<file path="src/rtl/path_interpolate_nearest_waypoint_defines.svh">
// assertion helpers for the top-level rtl
`ifndef PATH_INTERPOLATE_NEAREST_WAYPOINT_DEFINES_SVH
`define PATH_INTERPOLATE_NEAREST_WAYPOINT_DEFINES_SVH

// condition implies consequence in the same cycle
`define WPI_ASSERT_NOW(label, clk, rst, cond, cons) \
   label: assert property (@(posedge clk) disable iff (rst) (cond) |-> (cons)) \
      else $error("wpi check failed");

// condition implies consequence in the next cycle
`define WPI_ASSERT_NEXT(label, clk, rst, cond, cons) \
   label: assert property (@(posedge clk) disable iff (rst) (cond) |=> (cons)) \
      else $error("wpi check failed");

`endif

</file>
<file path="src/rtl/wpi_pkg.sv">
package wpi_pkg;

   localparam int IDX_W       = 10;
   localparam int DIST_W      = 42;
   localparam int STEPS_W     = 5;
   localparam logic [STEPS_W-1:0] STEPS_RESET = 5'd10;
   localparam int LANES       = 4;
   localparam int LANE_X      = 0;
   localparam int LANE_Y      = 1;
   localparam int LANE_FRONT  = 2;
   localparam int LANE_REAR   = 3;

   localparam logic MODE_LOAD  = 1'b0;
   localparam logic MODE_QUERY = 1'b1;

   typedef enum logic [1:0] {
      LD_IDLE,
      LD_DIV,
      LD_STEP,
      LD_DONE
   } ld_state_type;

   typedef enum logic [1:0] {
      SC_IDLE,
      SC_SCAN,
      SC_FLUSH
   } sc_state_type;

   // loader status toward the top level
   typedef struct packed {
      logic busy;
      logic wr;
      logic done;
      logic last;
   } ld_status_type;

endpackage

</file>
<file path="src/rtl/wpi_scan.sv">
module wpi_scan #(
   parameter int COORD_WIDTH = 20,
   parameter int AW          = 10,
   parameter int CNT_W       = 11
) (
   input  logic                               clock,
   input  logic                               reset,
   input  logic                               go,
   input  logic                               bank,
   input  logic [CNT_W-1:0]                   count,
   input  logic signed [COORD_WIDTH-1:0]      qx,
   input  logic signed [COORD_WIDTH-1:0]      qy,
   output logic [AW:0]                        rd_addr,
   input  logic [4*COORD_WIDTH-1:0]           rd_data,
   output logic                               busy,
   output logic                               strobe,
   output logic [wpi_pkg::IDX_W-1:0]          nearest_index,
   output logic signed [COORD_WIDTH-1:0]      front_angle,
   output logic signed [COORD_WIDTH-1:0]      rear_angle,
   output logic [wpi_pkg::DIST_W-1:0]         distance_sq
);
   import wpi_pkg::*;

   localparam int CW  = COORD_WIDTH;
   localparam int SQW = 2 * (CW + 1);
   localparam int DW  = SQW + 1;
   localparam int CMW = (DW > DIST_W) ? DW : DIST_W;
   localparam logic [CMW-1:0] DIST_MAX = CMW'({DIST_W{1'b1}});

   sc_state_type state_ff, state_in;

   logic [CNT_W-1:0]     i_ff;
   logic                 bank_ff;
   logic [CNT_W-1:0]     count_ff;
   logic signed [CW-1:0] qx_ff, qy_ff;
   logic                 v1_ff, v2_ff;
   logic [AW-1:0]        idx1_ff, idx2_ff;
   logic [SQW-1:0]       sqx_ff, sqy_ff;
   logic [CW-1:0]        fa2_ff, ra2_ff;
   logic [DW-1:0]        best_d_ff;
   logic [AW-1:0]        best_i_ff;
   logic [CW-1:0]        best_fa_ff, best_ra_ff;

   logic signed [CW:0] dx, dy;
   logic [CW:0]        mx, my;
   logic [DW-1:0]      dist_sum;
   logic [CMW-1:0]     best_wide;

   // next state
   always_comb begin
      state_in = state_ff;
      case (state_ff)
         SC_IDLE:  if (go) state_in = SC_SCAN;
         SC_SCAN:  if (i_ff == count_ff - CNT_W'(1)) state_in = SC_FLUSH;
         SC_FLUSH: if (!v1_ff && !v2_ff) state_in = SC_IDLE;
         default:  state_in = SC_IDLE;
      endcase
   end

   // outputs
   always_comb begin
      busy   = (state_ff != SC_IDLE);
      strobe = (state_ff == SC_FLUSH) && !v1_ff && !v2_ff;
   end

   always_ff @(posedge clock) begin
      if (reset) begin
         state_ff <= SC_IDLE;
         v1_ff    <= 1'b0;
         v2_ff    <= 1'b0;
      end else begin
         state_ff <= state_in;
         v1_ff    <= (state_ff == SC_SCAN);
         v2_ff    <= v1_ff;
      end
   end

   // address issue
   always_ff @(posedge clock) begin
      if (state_ff == SC_IDLE && go) begin
         i_ff     <= '0;
         bank_ff  <= bank;
         count_ff <= count;
         qx_ff    <= qx;
         qy_ff    <= qy;
      end else if (state_ff == SC_SCAN) begin
         i_ff <= i_ff + CNT_W'(1);
      end
      idx1_ff <= i_ff[AW-1:0];
   end

   assign rd_addr = {bank_ff, i_ff[AW-1:0]};

   // stage one: differences and squares
   assign dx = (CW+1)'(qx_ff) - (CW+1)'(signed'(rd_data[LANE_X*CW +: CW]));
   assign dy = (CW+1)'(qy_ff) - (CW+1)'(signed'(rd_data[LANE_Y*CW +: CW]));
   assign mx = dx[CW] ? (CW+1)'(-dx) : (CW+1)'(dx);
   assign my = dy[CW] ? (CW+1)'(-dy) : (CW+1)'(dy);

   always_ff @(posedge clock) begin
      sqx_ff  <= SQW'(mx) * SQW'(mx);
      sqy_ff  <= SQW'(my) * SQW'(my);
      fa2_ff  <= rd_data[LANE_FRONT*CW +: CW];
      ra2_ff  <= rd_data[LANE_REAR*CW +: CW];
      idx2_ff <= idx1_ff;
   end

   // stage two: sum and keep the running minimum, first index wins a tie
   assign dist_sum = DW'(sqx_ff) + DW'(sqy_ff);

   always_ff @(posedge clock) begin
      if (v2_ff && (idx2_ff == '0 || dist_sum < best_d_ff)) begin
         best_d_ff  <= dist_sum;
         best_i_ff  <= idx2_ff;
         best_fa_ff <= fa2_ff;
         best_ra_ff <= ra2_ff;
      end
   end

   assign best_wide     = CMW'(best_d_ff);
   assign distance_sq   = (best_wide > DIST_MAX) ? DIST_W'(DIST_MAX) : DIST_W'(best_wide);
   assign nearest_index = IDX_W'(best_i_ff);
   assign front_angle   = best_fa_ff;
   assign rear_angle    = best_ra_ff;

endmodule

</file>
<file path="config.mk">
export PLATFORM = sky130hd
export DESIGN_NAME = wpi_scan
export DESIGN_NICKNAME = d
export VERILOG_FILES = /design/src/rtl/path_interpolate_nearest_waypoint_defines.svh /design/src/rtl/wpi_pkg.sv /design/src/rtl/wpi_scan.sv
export SDC_FILE = /design/constraint.sdc
export NUM_CORES = 2
export LEC_CHECK = 0
export ABC_AREA = 1
export BUFFER_PORTS_ARGS = -buffer_cell sky130_fd_sc_hd__buf_2
export CORE_UTILIZATION = 59
export CTS_BUF_LIST = sky130_fd_sc_hd__clkbuf_8
export CTS_CLUSTER_DIAMETER = 50
export DETAILED_ROUTE_END_ITERATION = 6
export MAX_ROUTING_LAYER = met4
export PLACE_DENSITY = 0.81
export SYNTH_ARGS = -nofsm -noshare
export SYNTH_HDL_FRONTEND = slang
export SYNTH_SLANG_ARGS = --single-unit
export TNS_END_PERCENT = 100
</file>
<file path="constraint.sdc">
create_clock -name clock -period 11.15 [get_ports clock]
set_input_delay 3.345 -clock clock [delete_from_list [all_inputs] [get_ports clock]]
set_output_delay 3.345 -clock clock [all_outputs]
set_load 0.02 [all_outputs]
</file>
==> flow_summary.toml <==
[status]
status = "finished, final reports clean"

[yosys]
ys_async_sr_fraction_pct = 0
yosysSeqAreaShare_pct = 18.6
yosys_warnings = 0
synth_edf_count = 145
synth.avg_cell_area_sq_um = 8.61
ys.flop_type = "dfxtp_1"
ys_ff_latch = 302
synth_area_sq_mm = 0.0402
ys_types = 62
syn_inst = 4675

[placed_design]
hpwl_mm = 92.4
preCtsSetupSlack_ns = -0.447
io_buffers = 239
gp_congestion = 1.04

[setup_path]
start_kind = "input pin"
timing.rr.start = "qy_ff[0]"
crit_path_frequent_cell = "fa_1"
critPathKind = "in -> reg"
cp_slowest_cell = "fa_1"
endpoint_kind = "flip-flop"
critical_path_arrival_ns = 11.47
startpoint = "rd_data[20]"
cp_slowest_stage_delay_ns = 0.60
crit_required_ns = 11.68
crit_path_max_fanout = 8

[clock_tree]
insertion_delay_ns = 0.67
clk_pin_slew_worst_paths_ns = 0.06
cts_buffer_depth = 3
root_buffer = "clkbuf_8"
cts_tree = "done"
cts.hold.buffers_added = 0
cts_buffers = 51
htreeDepth = 2
cts_sinks = 302

[min_path]
worstHoldPathType = "reg -> reg"
hold_path_startpoint = "idx1_ff[9]"

[final_layout]
seq_area_sq_mm = 0.00750
nNetsFinal = 6676
areaGrowthSynthToFinish_pct = 19.5
n_fill_cell = 5018
drive_gt1_share_pct = 19.2
multi_input_area_sq_mm = 0.0283

[grt]
grt_max_degree = 84
antenna_found_initial = 3
grt_pass1_wl_mm = 175
first_global_vias = 35406
grt_overflow = 0
top_usage_layer = "met2"
grtUsageMet2_pct = 53.6
grt_use_met1_pct = 42.1
grt.total_usage_pct = 32.9
use_met3_pct = 6.12

[sta]
fin_worst_skew_ns = 0.0733
worstMarginPinSlew_ns = 1.15
finalMaxSlewViolations = 0
worst_slack_ns = 0.209
finalCriticalPeriod_ns = 10.94
hold_viol = 0
setup_viol = 0
fmax_ghz = 0.0914
relSlewSlack_pct = 23.3
rsz0062_at_grt = "true"
fin_crit_sh_pct = 98.1

[floorplan]
die_y_microns = 263
initial_utilization_pct = 59.8
fp-row-count = 95
die-area_sq_mm = 0.0692
io_pins = 240
die_w_microns = 263
core_area_sq_mm = 0.0673

[route]
viasPerCell = 5.27
drc = 0
via_count = 33810
drt_wl_total_mm = 109
drt-initial-drc-count = 2576
dr.pass1.iters = 6
ant_nets = 0
wl_per_cell_microns = 17.0

[flow_run]
drv_cap = 0
-- worst max-delay path: cells and delay by family --
kind                       cells  cell delay [ns]
xor gates and xnor gates       2             0.29
buffers and inverters          9             1.12
and+or+nand+nor               14             1.73
AOI/OAI and AO/OA              2             0.33
adders and majority gates     11             4.61
-- Yosys cell counts (4+ instances only) --
library cell | instances | area (sq um)
nand3_1 | 126 | 631
clkbuf_1 | 11 | 41.3
a21oi_1 | 221 | 1110
inv_2 | 26 | 97.6
clkinv_1 | 5 | 18.8
nand3b_1 | 8 | 60.1
xnor2_1 | 53 | 464
buf_2 | 35 | 175
nand2_1 | 753 | 2830
fa_1 | 621 | 12400
edfxtp_1 | 145 | 4350
nor2_4 | 7 | 78.8
o2111ai_1 | 4 | 35.0
nor2_1 | 445 | 1670
nor3_1 | 27 | 135
inv_1 | 1149 | 4310
a211oi_1 | 9 | 67.6
xor2_1 | 103 | 902
nand4_1 | 32 | 200
o21a_1 | 8 | 60.1
o31ai_1 | 5 | 37.5
or2_2 | 5 | 31.3
xor2_2 | 5 | 81.3
a31oi_1 | 15 | 93.8
a21o_1 | 19 | 143
o211ai_1 | 14 | 105
dfxtp_1 | 157 | 3140
o21ai_1 | 4 | 20.0
nor2_2 | 18 | 113
o21ai_0 | 108 | 541
ha_1 | 423 | 5290
buf_4 | 18 | 135
o21bai_1 | 11 | 82.6
buf_6 | 10 | 113
nor4_1 | 11 | 68.8
nand2_2 | 20 | 125
-- final cells by class --
cell class	count	area share, %
antenna	3	0.0156
tap	873	2.27
sequential	302	15.6
multi-input combinational	3148	58.8
clock buffer	62	1.77
timing repair buffer	814	11.6
clock inverter	32	0.627
inverter	1180	9.23
-- metal layers --
metal | share of wire [%] | routed length [microns]
met5 | 0 | 0
met2 | 48 | 52200
met3 | 8.7 | 9440
met1 | 41 | 44400
met4 | 2.6 | 2820
-- repair_timing --
item	4_1_cts	5_1_grt
setup buffers	0	7
setup endpoints to repair	0	28
gates resized for setup	0	86
-- cells in the final DEF, fill, tap and decap left out, types with 10 or more instances in the layout --
master    netlist  routed
nor3_1         27      27
nor2_2         18      40
a21oi_1       221     210
inv_1        1149    1155
clkbuf_8        0      62
buf_4          18     567
buf_2          35     239
o21ai_1         4      12
a31oi_1        15      14
dfxtp_1       157     157
o211ai_1       14      14
o21ai_0       108      99
ha_1          423     412
nor2_1        445     420
o21bai_1       11      10
fa_1          621     621
nor2_4          7      10
edfxtp_1      145     145
nand2_2        20      23
clkinv_1        5      11
xnor2_1        53      53
nand3_1       126     125
a21oi_2         3      13
nand4_1        32      32
a21o_1         19      19
conb_1          2      31
nand2_1       753     748
xor2_1        103     103
inv_2          26      29
-- per-stage QoR --
step           cell area (sq um)  util (%)  instances  setup TNS, ns  hold WS (ns)
6_report                   48100      71.5       6414              0         0.322
4_1_cts                    47700      70.9       6404              0         0.325
3_3_place_gp               46500      69.1       6310          -3.65         0.310
5_1_grt                    48100      71.5       6414         -0.394         0.323
2_1_floorplan              40300         -       4704              0         0.310
3_5_place_dp               46500      69.1       6310          -9.38         0.315
-- worst paths after layout --
| kind | endpoint | slack [ns] | depth (start not counted) |
|---|---|---|---|
| max | sqy_ff[38] | 0.21 | 38 |
| min | idx2_ff[9] | 0.32 | 0 |
| min reg2reg | idx2_ff[9] | 0.32 | 0 |
| max reg2reg | sqy_ff[38] | 2.63 | 38 |
-- logic make-up (layout without fill, tap and decap cells) --
kind of cell	after synthesis	count (layout)	synth area share, %
simple gates	1468	1468	15.1
buf+inv	1254	2088	12.2
fa+ha+maj	1044	1044	44.1
compound gates	440	440	6.22
flops	302	302	18.6
xor+xnor	165	165	3.79
other cells	2	34	0.0187
-- flip-flops by register name, summed over array words and instances, names as in the netlist, 2 cells and up --
name	count
idx1_ff	10
i_ff	11
nearest_index	10
front_angle	20
sqy_ff	41
ra2_ff	20
count_ff	11
state_ff	2
sqx_ff	41
qy_ff	20
idx2_ff	10
best_d_ff	43
rear_angle	20
qx_ff	20
fa2_ff	20
Power is not shown: default switching activity piles up to over one toggle a cycle in this logic, so the estimate is an artifact.
