==> src/rtl/path_interpolate_nearest_waypoint_defines.svh <==
// assertion helpers for the top-level rtl
`ifndef PATH_INTERPOLATE_NEAREST_WAYPOINT_DEFINES_SVH
`define PATH_INTERPOLATE_NEAREST_WAYPOINT_DEFINES_SVH

// condition implies consequence in the same cycle
`define WPI_ASSERT_NOW(label, clk, rst, cond, cons) \
   label: assert property (@(posedge clk) disable iff (rst) (cond) |-> (cons)) \
      else $error("wpi check failed");

// condition implies consequence in the next cycle
`define WPI_ASSERT_NEXT(label, clk, rst, cond, cons) \
   label: assert property (@(posedge clk) disable iff (rst) (cond) |=> (cons)) \
      else $error("wpi check failed");

`endif

==> src/rtl/wpi_pkg.sv <==
package wpi_pkg;

   localparam int IDX_W       = 10;
   localparam int DIST_W      = 42;
   localparam int STEPS_W     = 5;
   localparam logic [STEPS_W-1:0] STEPS_RESET = 5'd10;
   localparam int LANES       = 4;
   localparam int LANE_X      = 0;
   localparam int LANE_Y      = 1;
   localparam int LANE_FRONT  = 2;
   localparam int LANE_REAR   = 3;

   localparam logic MODE_LOAD  = 1'b0;
   localparam logic MODE_QUERY = 1'b1;

   typedef enum logic [1:0] {
      LD_IDLE,
      LD_DIV,
      LD_STEP,
      LD_DONE
   } ld_state_type;

   typedef enum logic [1:0] {
      SC_IDLE,
      SC_SCAN,
      SC_FLUSH
   } sc_state_type;

   // loader status toward the top level
   typedef struct packed {
      logic busy;
      logic wr;
      logic done;
      logic last;
   } ld_status_type;

endpackage

==> src/rtl/wpi_load.sv <==
module wpi_load #(
   parameter int COORD_WIDTH = 20
) (
   input  logic                          clock,
   input  logic                          reset,
   input  logic                          go,
   input  logic                          first,
   input  logic [wpi_pkg::STEPS_W-1:0]   steps,
   input  logic signed [COORD_WIDTH-1:0] pt_x,
   input  logic signed [COORD_WIDTH-1:0] pt_y,
   input  logic signed [COORD_WIDTH-1:0] pt_front,
   input  logic signed [COORD_WIDTH-1:0] pt_rear,
   input  logic                          pt_last,
   output wpi_pkg::ld_status_type        status,
   output logic [4*COORD_WIDTH-1:0]      wr_data
);
   import wpi_pkg::*;

   localparam int CW  = COORD_WIDTH;
   localparam int DCW = $clog2(CW + 1);

   ld_state_type state_ff, state_in;

   logic signed [CW-1:0] cur_ff  [LANES];
   logic signed [CW-1:0] prev_ff [LANES];
   logic signed [CW-1:0] pt_in   [LANES];
   logic                 neg_ff  [LANES];
   logic [CW:0]          dvd_ff  [LANES];
   logic [STEPS_W-1:0]   rem_ff  [LANES];
   logic [CW:0]          qacc_ff [LANES];
   logic [STEPS_W-1:0]   racc_ff [LANES];
   logic [STEPS_W-1:0]   n_ff;
   logic [STEPS_W-1:0]   t_ff;
   logic [DCW-1:0]       dcnt_ff;
   logic                 last_ff;

   assign pt_in[LANE_X]     = pt_x;
   assign pt_in[LANE_Y]     = pt_y;
   assign pt_in[LANE_FRONT] = pt_front;
   assign pt_in[LANE_REAR]  = pt_rear;

   // next state
   always_comb begin
      state_in = state_ff;
      case (state_ff)
         LD_IDLE: begin
            if (go) begin
               state_in = first ? LD_DONE : LD_DIV;
            end
         end
         LD_DIV: begin
            if (dcnt_ff == DCW'(CW)) begin
               state_in = LD_STEP;
            end
         end
         LD_STEP: begin
            if (t_ff == n_ff - STEPS_W'(1)) begin
               state_in = LD_DONE;
            end
         end
         LD_DONE: state_in = LD_IDLE;
         default: state_in = LD_IDLE;
      endcase
   end

   // outputs
   always_comb begin
      status.busy = (state_ff != LD_IDLE);
      status.wr   = (state_ff == LD_STEP);
      status.done = (state_ff == LD_DONE);
      status.last = last_ff;
   end

   always_ff @(posedge clock) begin
      if (reset) begin
         state_ff <= LD_IDLE;
      end else begin
         state_ff <= state_in;
      end
   end

   // shared counters and item capture
   always_ff @(posedge clock) begin
      case (state_ff)
         LD_IDLE: begin
            if (go) begin
               last_ff <= pt_last;
               n_ff    <= (steps == '0) ? STEPS_W'(1) : steps;
               dcnt_ff <= '0;
            end
         end
         LD_DIV: begin
            dcnt_ff <= dcnt_ff + DCW'(1);
            t_ff    <= '0;
         end
         LD_STEP: t_ff <= t_ff + STEPS_W'(1);
         default: ;
      endcase
   end

   // one lane per component: divide |delta| by n, then step the quotient
   for (genvar k = 0; k < LANES; k++) begin : g_lane
      logic signed [CW:0]   delta;
      logic [STEPS_W:0]     shifted;
      logic                 qbit;
      logic [STEPS_W:0]     rsum;
      logic                 wrap;
      logic signed [CW+1:0] value;

      assign delta   = (CW+1)'(pt_in[k]) - (CW+1)'(prev_ff[k]);
      assign shifted = {rem_ff[k], dvd_ff[k][CW]};
      assign qbit    = (shifted >= {1'b0, n_ff});
      assign rsum    = {1'b0, racc_ff[k]} + {1'b0, rem_ff[k]};
      assign wrap    = (rsum >= {1'b0, n_ff});
      assign value   = neg_ff[k] ? ((CW+2)'(prev_ff[k]) - signed'({1'b0, qacc_ff[k]}))
                                 : ((CW+2)'(prev_ff[k]) + signed'({1'b0, qacc_ff[k]}));
      assign wr_data[k*CW +: CW] = value[CW-1:0];

      always_ff @(posedge clock) begin
         if (reset) begin
            prev_ff[k] <= '0;
         end else if (state_ff == LD_DONE) begin
            prev_ff[k] <= cur_ff[k];
         end
      end

      always_ff @(posedge clock) begin
         case (state_ff)
            LD_IDLE: begin
               if (go) begin
                  cur_ff[k] <= pt_in[k];
                  neg_ff[k] <= delta[CW];
                  dvd_ff[k] <= delta[CW] ? (CW+1)'(-delta) : (CW+1)'(delta);
                  rem_ff[k] <= '0;
               end
            end
            LD_DIV: begin
               if (dcnt_ff != DCW'(CW) || 1'b1) begin
                  rem_ff[k] <= qbit ? STEPS_W'(shifted - {1'b0, n_ff})
                                    : STEPS_W'(shifted);
                  dvd_ff[k] <= {dvd_ff[k][CW-1:0], qbit};
               end
               qacc_ff[k] <= '0;
               racc_ff[k] <= '0;
            end
            LD_STEP: begin
               racc_ff[k] <= wrap ? STEPS_W'(rsum - {1'b0, n_ff}) : STEPS_W'(rsum);
               qacc_ff[k] <= qacc_ff[k] + dvd_ff[k] + (CW+1)'(wrap);
            end
            default: ;
         endcase
      end
   end

endmodule

==> config.mk <==
export PLATFORM = sky130hd
export DESIGN_NAME = wpi_load
export DESIGN_NICKNAME = d
export VERILOG_FILES = /design/src/rtl/path_interpolate_nearest_waypoint_defines.svh /design/src/rtl/wpi_pkg.sv /design/src/rtl/wpi_load.sv
export SDC_FILE = /design/constraint.sdc
export NUM_CORES = 1
export LEC_CHECK = 0
export BUFFER_PORTS_ARGS = -buffer_cell sky130_fd_sc_hd__buf_2
export CAP_MARGIN = 10
export CELL_PAD_IN_SITES_DETAIL_PLACEMENT = 1
export CELL_PAD_IN_SITES_GLOBAL_PLACEMENT = 1
export CORE_ASPECT_RATIO = 0.8
export CORE_UTILIZATION = 54
export CTS_BUF_LIST = sky130_fd_sc_hd__clkbuf_8
export DETAILED_ROUTE_END_ITERATION = 7
export PLACE_DENSITY = 0.84
export SYNTH_ARGS = -nofsm -noshare
export SYNTH_HDL_FRONTEND = slang
export SYNTH_SLANG_ARGS = --single-unit
==> constraint.sdc <==
create_clock -name clock -period 10.1 [get_ports clock]
set_clock_uncertainty 0.2 [all_clocks]
set_input_delay 1.01 -clock clock [delete_from_list [all_inputs] [get_ports clock]]
set_output_delay 1.01 -clock clock [all_outputs]
set_load 0.005 [all_outputs]
==> flow_metrics.env, run 1 <==
export IMPL_status="finished clean"
export IMPL_drc=0
export IMPL_fin_crit_ns=6.53
export IMPL_track_usage_pct=29.5
export IMPL_worst_pin_slew_ns=1.14
export IMPL_synth_top_family_by_area="simple AND/OR/NAND/NOR gates"
export IMPL_path_cells="ha_1 > inv_1 > fa_1 > inv_1 > fa_1 > a21o_1 > a21oi_1 > nand2_1 > a2111oi_2 > fa_1 > fa_1 > nor2b_1 > o21a_1 > o21ai_0 > a211oi_1 > o31ai_1 > o21ai_0 > or4_1 > a31oi_1 > xnor2_1 > and2_1"
export IMPL_diodes=0
export IMPL_clock_latency_ns=0.69
export IMPL_cts_max_level=3
export IMPL_io_buffers=173
export IMPL_synthXorXnorAreaFrac_pct=9.94
export IMPL_synthAdderAreaFrac_pct=14.2
export IMPL_drv_slew=0
export IMPL_fillers=6412
export IMPL_yosysTopAreaCellShare_pct=37.4
export IMPL_die_h_um=216
export IMPL_grt_max_degree=75
export IMPL_wl_met2_um=41800
export IMPL_hold_path_class="input port to flip-flop"
export IMPL_rows=77
export IMPL_cts_hold_buf=0
export IMPL_ys_top_cells_by_area="edfxtp_1 37%, ha_1 12%, xnor2_1 7.2%, a21oi_1 3.8%, and2_1 3.1%"
export IMPL_antenna_found_initial=1
export IMPL_ys_warn_count=0
export IMPL_synthesis_area_mm2=0.0308
export IMPL_ys_ff_latch=386
export IMPL_syn_area_per_cell_um2=9.72
export IMPL_r2r_start="rem_ff[3][0]$_SDFFCE_PN0P_"
export IMPL_finalWirelength_um=86000
export IMPL_clock_sinks=386
export IMPL_fin_ws_ns=3.57
export IMPL_post_dp_hpwl_um=63400
export IMPL_yosysUniqueCellTypes=93
export IMPL_root_buffer="clkbuf_8"
export IMPL_synthFlopType="edfxtp_1"
export IMPL_crit_required_ns=10.32
export IMPL_synthMuxAreaShare_pct=2.38
export IMPL_grt_remaining_overflow=0
export IMPL_cp_start_kind="flip-flop"
export IMPL_vias_per_cell=6.00
export IMPL_cts_setup_buffers=0
export IMPL_met3_length_um=3520
export IMPL_routabilityCongestion=0.870
export IMPL_routedWlPerCell_um=20.6
export IMPL_yosysTopAreaCell="edfxtp_1"
export IMPL_drtIter0Drc=1373
export IMPL_startpoint="rem_ff[3][0]$_SDFFCE_PN0P_"
export IMPL_highest_layer="met4"
export IMPL_crit_end="qacc_ff[1][39]$_SDFFCE_PN0P_"
export IMPL_cts_buffers=72
export IMPL_wl_met1_um=38000
export IMPL_synth_edff_count=384
export IMPL_rsz0062_at_grt="false"
export IMPL_yosys_area_share_simple_pct=16.6
export IMPL_ys_seq_area_share_pct=37.5
export IMPL_grt_pass1_wl_um=140000
export IMPL_syn_inst=3172
export IMPL_setup_worst_path_class="flip-flop to flip-flop"
export IMPL_nNetsFinal=3794
export IMPL_num_vias=25053
export IMPL_path_max_fanout=10
export IMPL_ys_async_sr_fraction_pct=0
export IMPL_layout_common_cells="384 x edfxtp_1, 301 x ha_1, 262 x inv_1"
export IMPL_synth_compound_gate_area_share_pct=15.6
export IMPL_max_freq_mhz=153
export IMPL_ant_nets=0
export IMPL_cp_common_cell="fa_1"
export IMPL_max_stage_delay_ns=0.97
export IMPL_cts_resized=0
export IMPL_r2r_cells=21
export IMPL_cts_tree="yes"
export IMPL_first_pass_iters=5
export IMPL_syn_to_final_growth_pct=9.78
export IMPL_preCtsSetupSlack_ns=3.61
export IMPL_maxCapViolCount=0
export IMPL_crit_reg2reg_capture="qacc_ff[1][39]$_SDFFCE_PN0P_"
export IMPL_layout_commonest_cell="edfxtp_1"
export IMPL_hold_viol_final=0
export IMPL_die_w_um=269
export IMPL_holdWs_ns=0.302
export IMPL_end_kind="flip-flop"
export IMPL_finalSetupTns_ns=0
export IMPL_syn_num_nets=3594
export IMPL_cts_buffer_depth=3
export IMPL_grt_pass1_vias=27124
export IMPL_die_area_mm2=0.0581
export IMPL_initial_core_util_pct=55.2
export IMPL_rrSetupSlack_ns=3.57
export IMPL_core_mm2=0.0559
export IMPL_drive_above_1_share_pct=10.7
export IMPL_clk_pin_slew_worst_paths_ns=0.06
export IMPL_setup_viol=0
export IMPL_finalCritPeriodShare_pct=64.6
export IMPL_arrival_ns=6.75
export IMPL_io_pins=174
export IMPL_relSlewSlack_pct=23.9
export IMPL_slowest_stage="a2111oi_2"
per-stage QoR:
stage / instances / area, µm² / utilization (%)
after floorplan: 3172 / 30800 / -
after global placement: 4045 / 32500 / 58.2
after detailed placement: 4045 / 32500 / 58.2
after CTS: 4171 / 33800 / 60.5
after global routing: 4174 / 33900 / 60.6
final: 4174 / 33900 / 60.6
cell usage after synthesis (all sizes together) (12+ instances only):
cell type	instances
nand3	73
clkbuf	57
and2	156
or2	13
fa	28
nor3	95
xnor2	253
a21boi	19
ha	304
nand4	13
nor4	15
o21a	49
nor2b	80
o21ai	151
a21o	72
and3	27
nor2	233
nor3b	19
a2111oi	12
nand2	154
o211ai	12
o31ai	23
mux2	50
xor2	97
a31oi	42
inv	242
or3	29
edfxtp	384
a211oi	23
o41ai	13
o21bai	15
mux2i	17
nand2b	37
a21oi	236
area by class of cell:
| type | instances | area, µm² | area share [%] |
|---|---|---|---|
| Clock buffer | 72 | 991 | 2.93 |
| Multi-Input combinational cell | 2480 | 18100 | 53.6 |
| Inverter | 242 | 910 | 2.69 |
| Timing Repair Buffer | 190 | 996 | 2.94 |
| Sequential cell | 386 | 11600 | 34.2 |
| Tap cell | 750 | 938 | 2.77 |
| Clock inverter | 54 | 314 | 0.928 |
critical path: cells and delay by family, from the launching register on:
kind	cells	cell delay (ns)
flops	1	0.41
fa+ha+maj	5	1.71
xor+xnor	1	0.08
compound gates	9	2.98
buf+inv	2	0.15
simple gates	4	0.74
worst min path at each step:
stage | from | endpoint | slack, ns | cells past startpoint
detailed placement | cur_ff[3][1]$_DFFE_PP_ | prev_ff[3][1]$_SDFFCE_PN0P_ | 0.31 | 1
floorplan | state_ff[1]$_SDFFE_PP0P_ | state_ff[1]$_SDFFE_PP0P_ | 0.29 | 2
global placement | cur_ff[3][18]$_DFFE_PP_ | prev_ff[3][18]$_SDFFCE_PN0P_ | 0.30 | 1
finish | pt_last | last_ff$_DFFE_PP_ | 0.30 | 1
global route | pt_last | last_ff$_DFFE_PP_ | 0.27 | 1
CTS | pt_last | last_ff$_DFFE_PP_ | 0.25 | 1
state kept, by name (all words and copies together) (netlist names):
| signal | count |
|---|---|
| state_ff | 2 |
| prev_ff | 80 |
| dvd_ff | 84 |
| rem_ff | 20 |
| dcnt_ff | 5 |
| n_ff | 5 |
| t_ff | 5 |
| racc_ff | 20 |
| qacc_ff | 80 |
| neg_ff | 4 |
| cur_ff | 80 |
| last_ff | 1 |
layer usage:
layer	global-route usage [%]	vias to the layer above
li1	-	11906
met1	37.5	12401
met2	51.4	555
met3	4.27	191
met4	10.0	0
met5	0	-
kinds of logic after synthesis:
family	after synthesis
simple gates	984
compound gates	747
flops	386
xor+xnor	350
fa+ha+maj	332
buf+inv	306
mux	67
Power of run 1 is not shown: default switching activity piles up to over one toggle a cycle in this logic, so the estimate is an artifact.
==> run 2: changes to the inputs <==
Settings changed: CORE_UTILIZATION 54 to 51, PLACE_DENSITY 0.84 to 0.8.
Clock period 10.1 ns to 6.24 ns, I/O delays scaled along.
==> run 2 against run 1 <==
Count of clock-buffer cells in the layout increased by 5; critical path depth fell by 8; wire length down 0.74%; register-to-register slack got worse by 3.2 ns; global-route usage decreased by 2.1 points; flip-flop and latch count is the same; highest routed layer unchanged.
==> flow_metrics.env, run 2 (same netlist as run 1, synthesis figures left out) <==
export IMPL_cp_start_kind="flip-flop"
export IMPL_num_vias=25250
export IMPL_routedWlPerCell_um=19.9
export IMPL_setup_worst_path_class="flip-flop to output pin"
export IMPL_grt_max_degree=85
export IMPL_layout_cells_non_filler=4298
export IMPL_track_usage_pct=27.4
export IMPL_drtIter0Drc=1264
export IMPL_leakage_nw=14.4
export IMPL_finalSetupTns_ns=0
export IMPL_die_area_mm2=0.0615
export IMPL_cts_buffer_depth=3
export IMPL_max_freq_mhz=167
export IMPL_clock_sinks=386
export IMPL_largest_register="dvd_ff"
export IMPL_finalCritPeriodShare_pct=95.7
export IMPL_vias_per_cell=5.87
export IMPL_nNetsFinal=3887
export IMPL_antenna_found_initial=0
export IMPL_worst_pin_slew_ns=1.15
export IMPL_die_w_um=277
export IMPL_maxCapViolCount=0
export IMPL_layout_common_cells="384 x edfxtp_1, 301 x ha_1, 266 x inv_1"
export IMPL_power_w=0.0223
export IMPL_largest_reg_flops=84
export IMPL_core_mm2=0.0597
export IMPL_peakVddDrop_uv=391
export IMPL_path_max_fanout=19
export IMPL_hold_path_class="input port to flip-flop"
export IMPL_drc=0
export IMPL_clock_latency_ns=0.67
export IMPL_initial_core_util_pct=51.7
export IMPL_root_buffer="clkbuf_8"
export IMPL_diodes=0
export IMPL_cts_buffers=73
export IMPL_post_dp_hpwl_um=62500
export IMPL_drv_slew=0
export IMPL_cts_max_level=3
export IMPL_ant_nets=0
export IMPL_io_pins=174
export IMPL_holdCritStartpoint="steps[2]"
export IMPL_grt_pass1_vias=27123
export IMPL_die_h_um=222
export IMPL_syn_to_final_growth_pct=12.8
export IMPL_clk_pin_slew_worst_paths_ns=0.06
export IMPL_drive_above_1_share_pct=10.7
export IMPL_status="finished clean"
export IMPL_utilization_pct=58.3
export IMPL_io_buffers=173
export IMPL_grt_remaining_overflow=0
export IMPL_stdcell_area_mm2=0.0348
export IMPL_layout_commonest_cell="edfxtp_1"
export IMPL_hold_viol_final=0
export IMPL_cts_tree="yes"
export IMPL_crit_required_ns=5.42
export IMPL_grt_pass1_wl_um=138000
export IMPL_rrSetupSlack_ns=0.41
export IMPL_end_kind="output pin"
export IMPL_power_density_mw_per_mm2=643
export IMPL_r2r_cells=21
export IMPL_rows=80
export IMPL_rsz0062_at_grt="false"
export IMPL_routabilityCongestion=0.861
export IMPL_placed_cells=4084
export IMPL_r2r_start="rem_ff[0][0]$_SDFFCE_PN0P_"
export IMPL_fin_crit_ns=5.97
export IMPL_cts_setup_buffers=0
export IMPL_relSlewSlack_pct=23.1
export IMPL_hold_depth=1
export IMPL_first_pass_iters=5
export IMPL_finalWirelength_um=85300
export IMPL_dpl_cell_area_mm2=0.0326
export IMPL_setup_viol=0
export IMPL_arrival_ns=5.15
export IMPL_fillers=6796
export IMPL_holdPathEnd="n_ff[2]$_SDFFCE_PN0P_"
export IMPL_crit_reg2reg_capture="qacc_ff[0][18]$_SDFFCE_PN0P_"
run 2: cell types whose count changed in the layout (fill, tap and decap cells not counted), moves of 2 or more:
| cell | delta |
|---|---|
| inv_6 | -3 |
| inv_1 | +4 |
| clkinv_1 | +2 |
| clkinvlp_4 | -2 |
| clkbuf_8 | +5 |
| bufinv_16 | -3 |
| buf_4 | +9 |
| dlygate4sd3_1 | +85 |
run 2: cell type report:
type	instances	area, µm²	area share (%)
clock buffers	77	1060	3.05
clock inverters	52	205	0.590
inverters	242	910	2.62
multi-input cells	2480	18200	52.2
flip-flops and latches	386	11600	33.3
well taps	779	975	2.80
repair buffers	282	1900	5.45
run 2: timing repair:
| action | CTS | global route |
|---|---|---|
| hold buffers | 85 | 0 |
| resized for setup | 0 | 5 |
| endpoints found under the hold margin | 86 | 0 |
| setup endpoints to repair | 0 | 7 |
run 2: through the flow:
| step | worst slack [ns] | hold slack [ns] |
|---|---|---|
| after floorplan | 0.523 | 0.293 |
| after global placement | 0.469 | 0.298 |
| after detailed placement | 0.391 | 0.305 |
| after CTS | 0.155 | 0.00206 |
| after global routing | 0.0532 | 0.0229 |
| final | 0.266 | 0.0535 |
run 2: metal layers:
layer	track usage, %	share of wire, %	up-vias
li1	-	-	12087
met1	35.3	46	12573
met2	48.2	49	460
met3	3.49	3.4	130
met4	7.63	2.0	0
met5	0	0	-
run 2: worst max-delay path, cell delays in order, from the launching register on:
cell	delay, ns
edfxtp_1	0.84
mux2i_1	0.32
fa_1	0.51
a21o_1	0.20
a21oi_1	0.25
o21bai_1	0.11
a21o_1	0.25
a21oi_1	0.27
o21ai_0	0.20
a2111oi_1	0.80
o31ai_1	0.19
a21oi_1	0.25
xnor2_1	0.15
buf_2	0.14
run 2: power by group:
group / internal [W] / switching [W] / total, W
clock network: 0.00113 / 0.00116 / 0.00229
logic: 0.00642 / 0.00835 / 0.0148
registers: 0.00439 / 0.000891 / 0.00528
total: 0.0119 / 0.0104 / 0.0223
run 2: worst max-delay path by stage:
stage                                           from                           end  slack, ns  cells past startpoint
final                            neg_ff[0]$_DFFE_PP_                   wr_data[16]       0.27                     13
after global routing      rem_ff[2][0]$_SDFFCE_PN0P_  qacc_ff[1][19]$_SDFFCE_PN0P_       0.05                     21
after CTS                        neg_ff[0]$_DFFE_PP_                   wr_data[16]       0.16                     13
after detailed placement  rem_ff[3][0]$_SDFFCE_PN0P_  qacc_ff[1][39]$_SDFFCE_PN0P_       0.39                     21
after global placement    rem_ff[3][0]$_SDFFCE_PN0P_  qacc_ff[1][39]$_SDFFCE_PN0P_       0.47                     21
after floorplan           rem_ff[3][0]$_SDFFCE_PN0P_  qacc_ff[1][39]$_SDFFCE_PN0P_       0.52                     21
No activity file was read; power rests on OpenSTA's default activity.
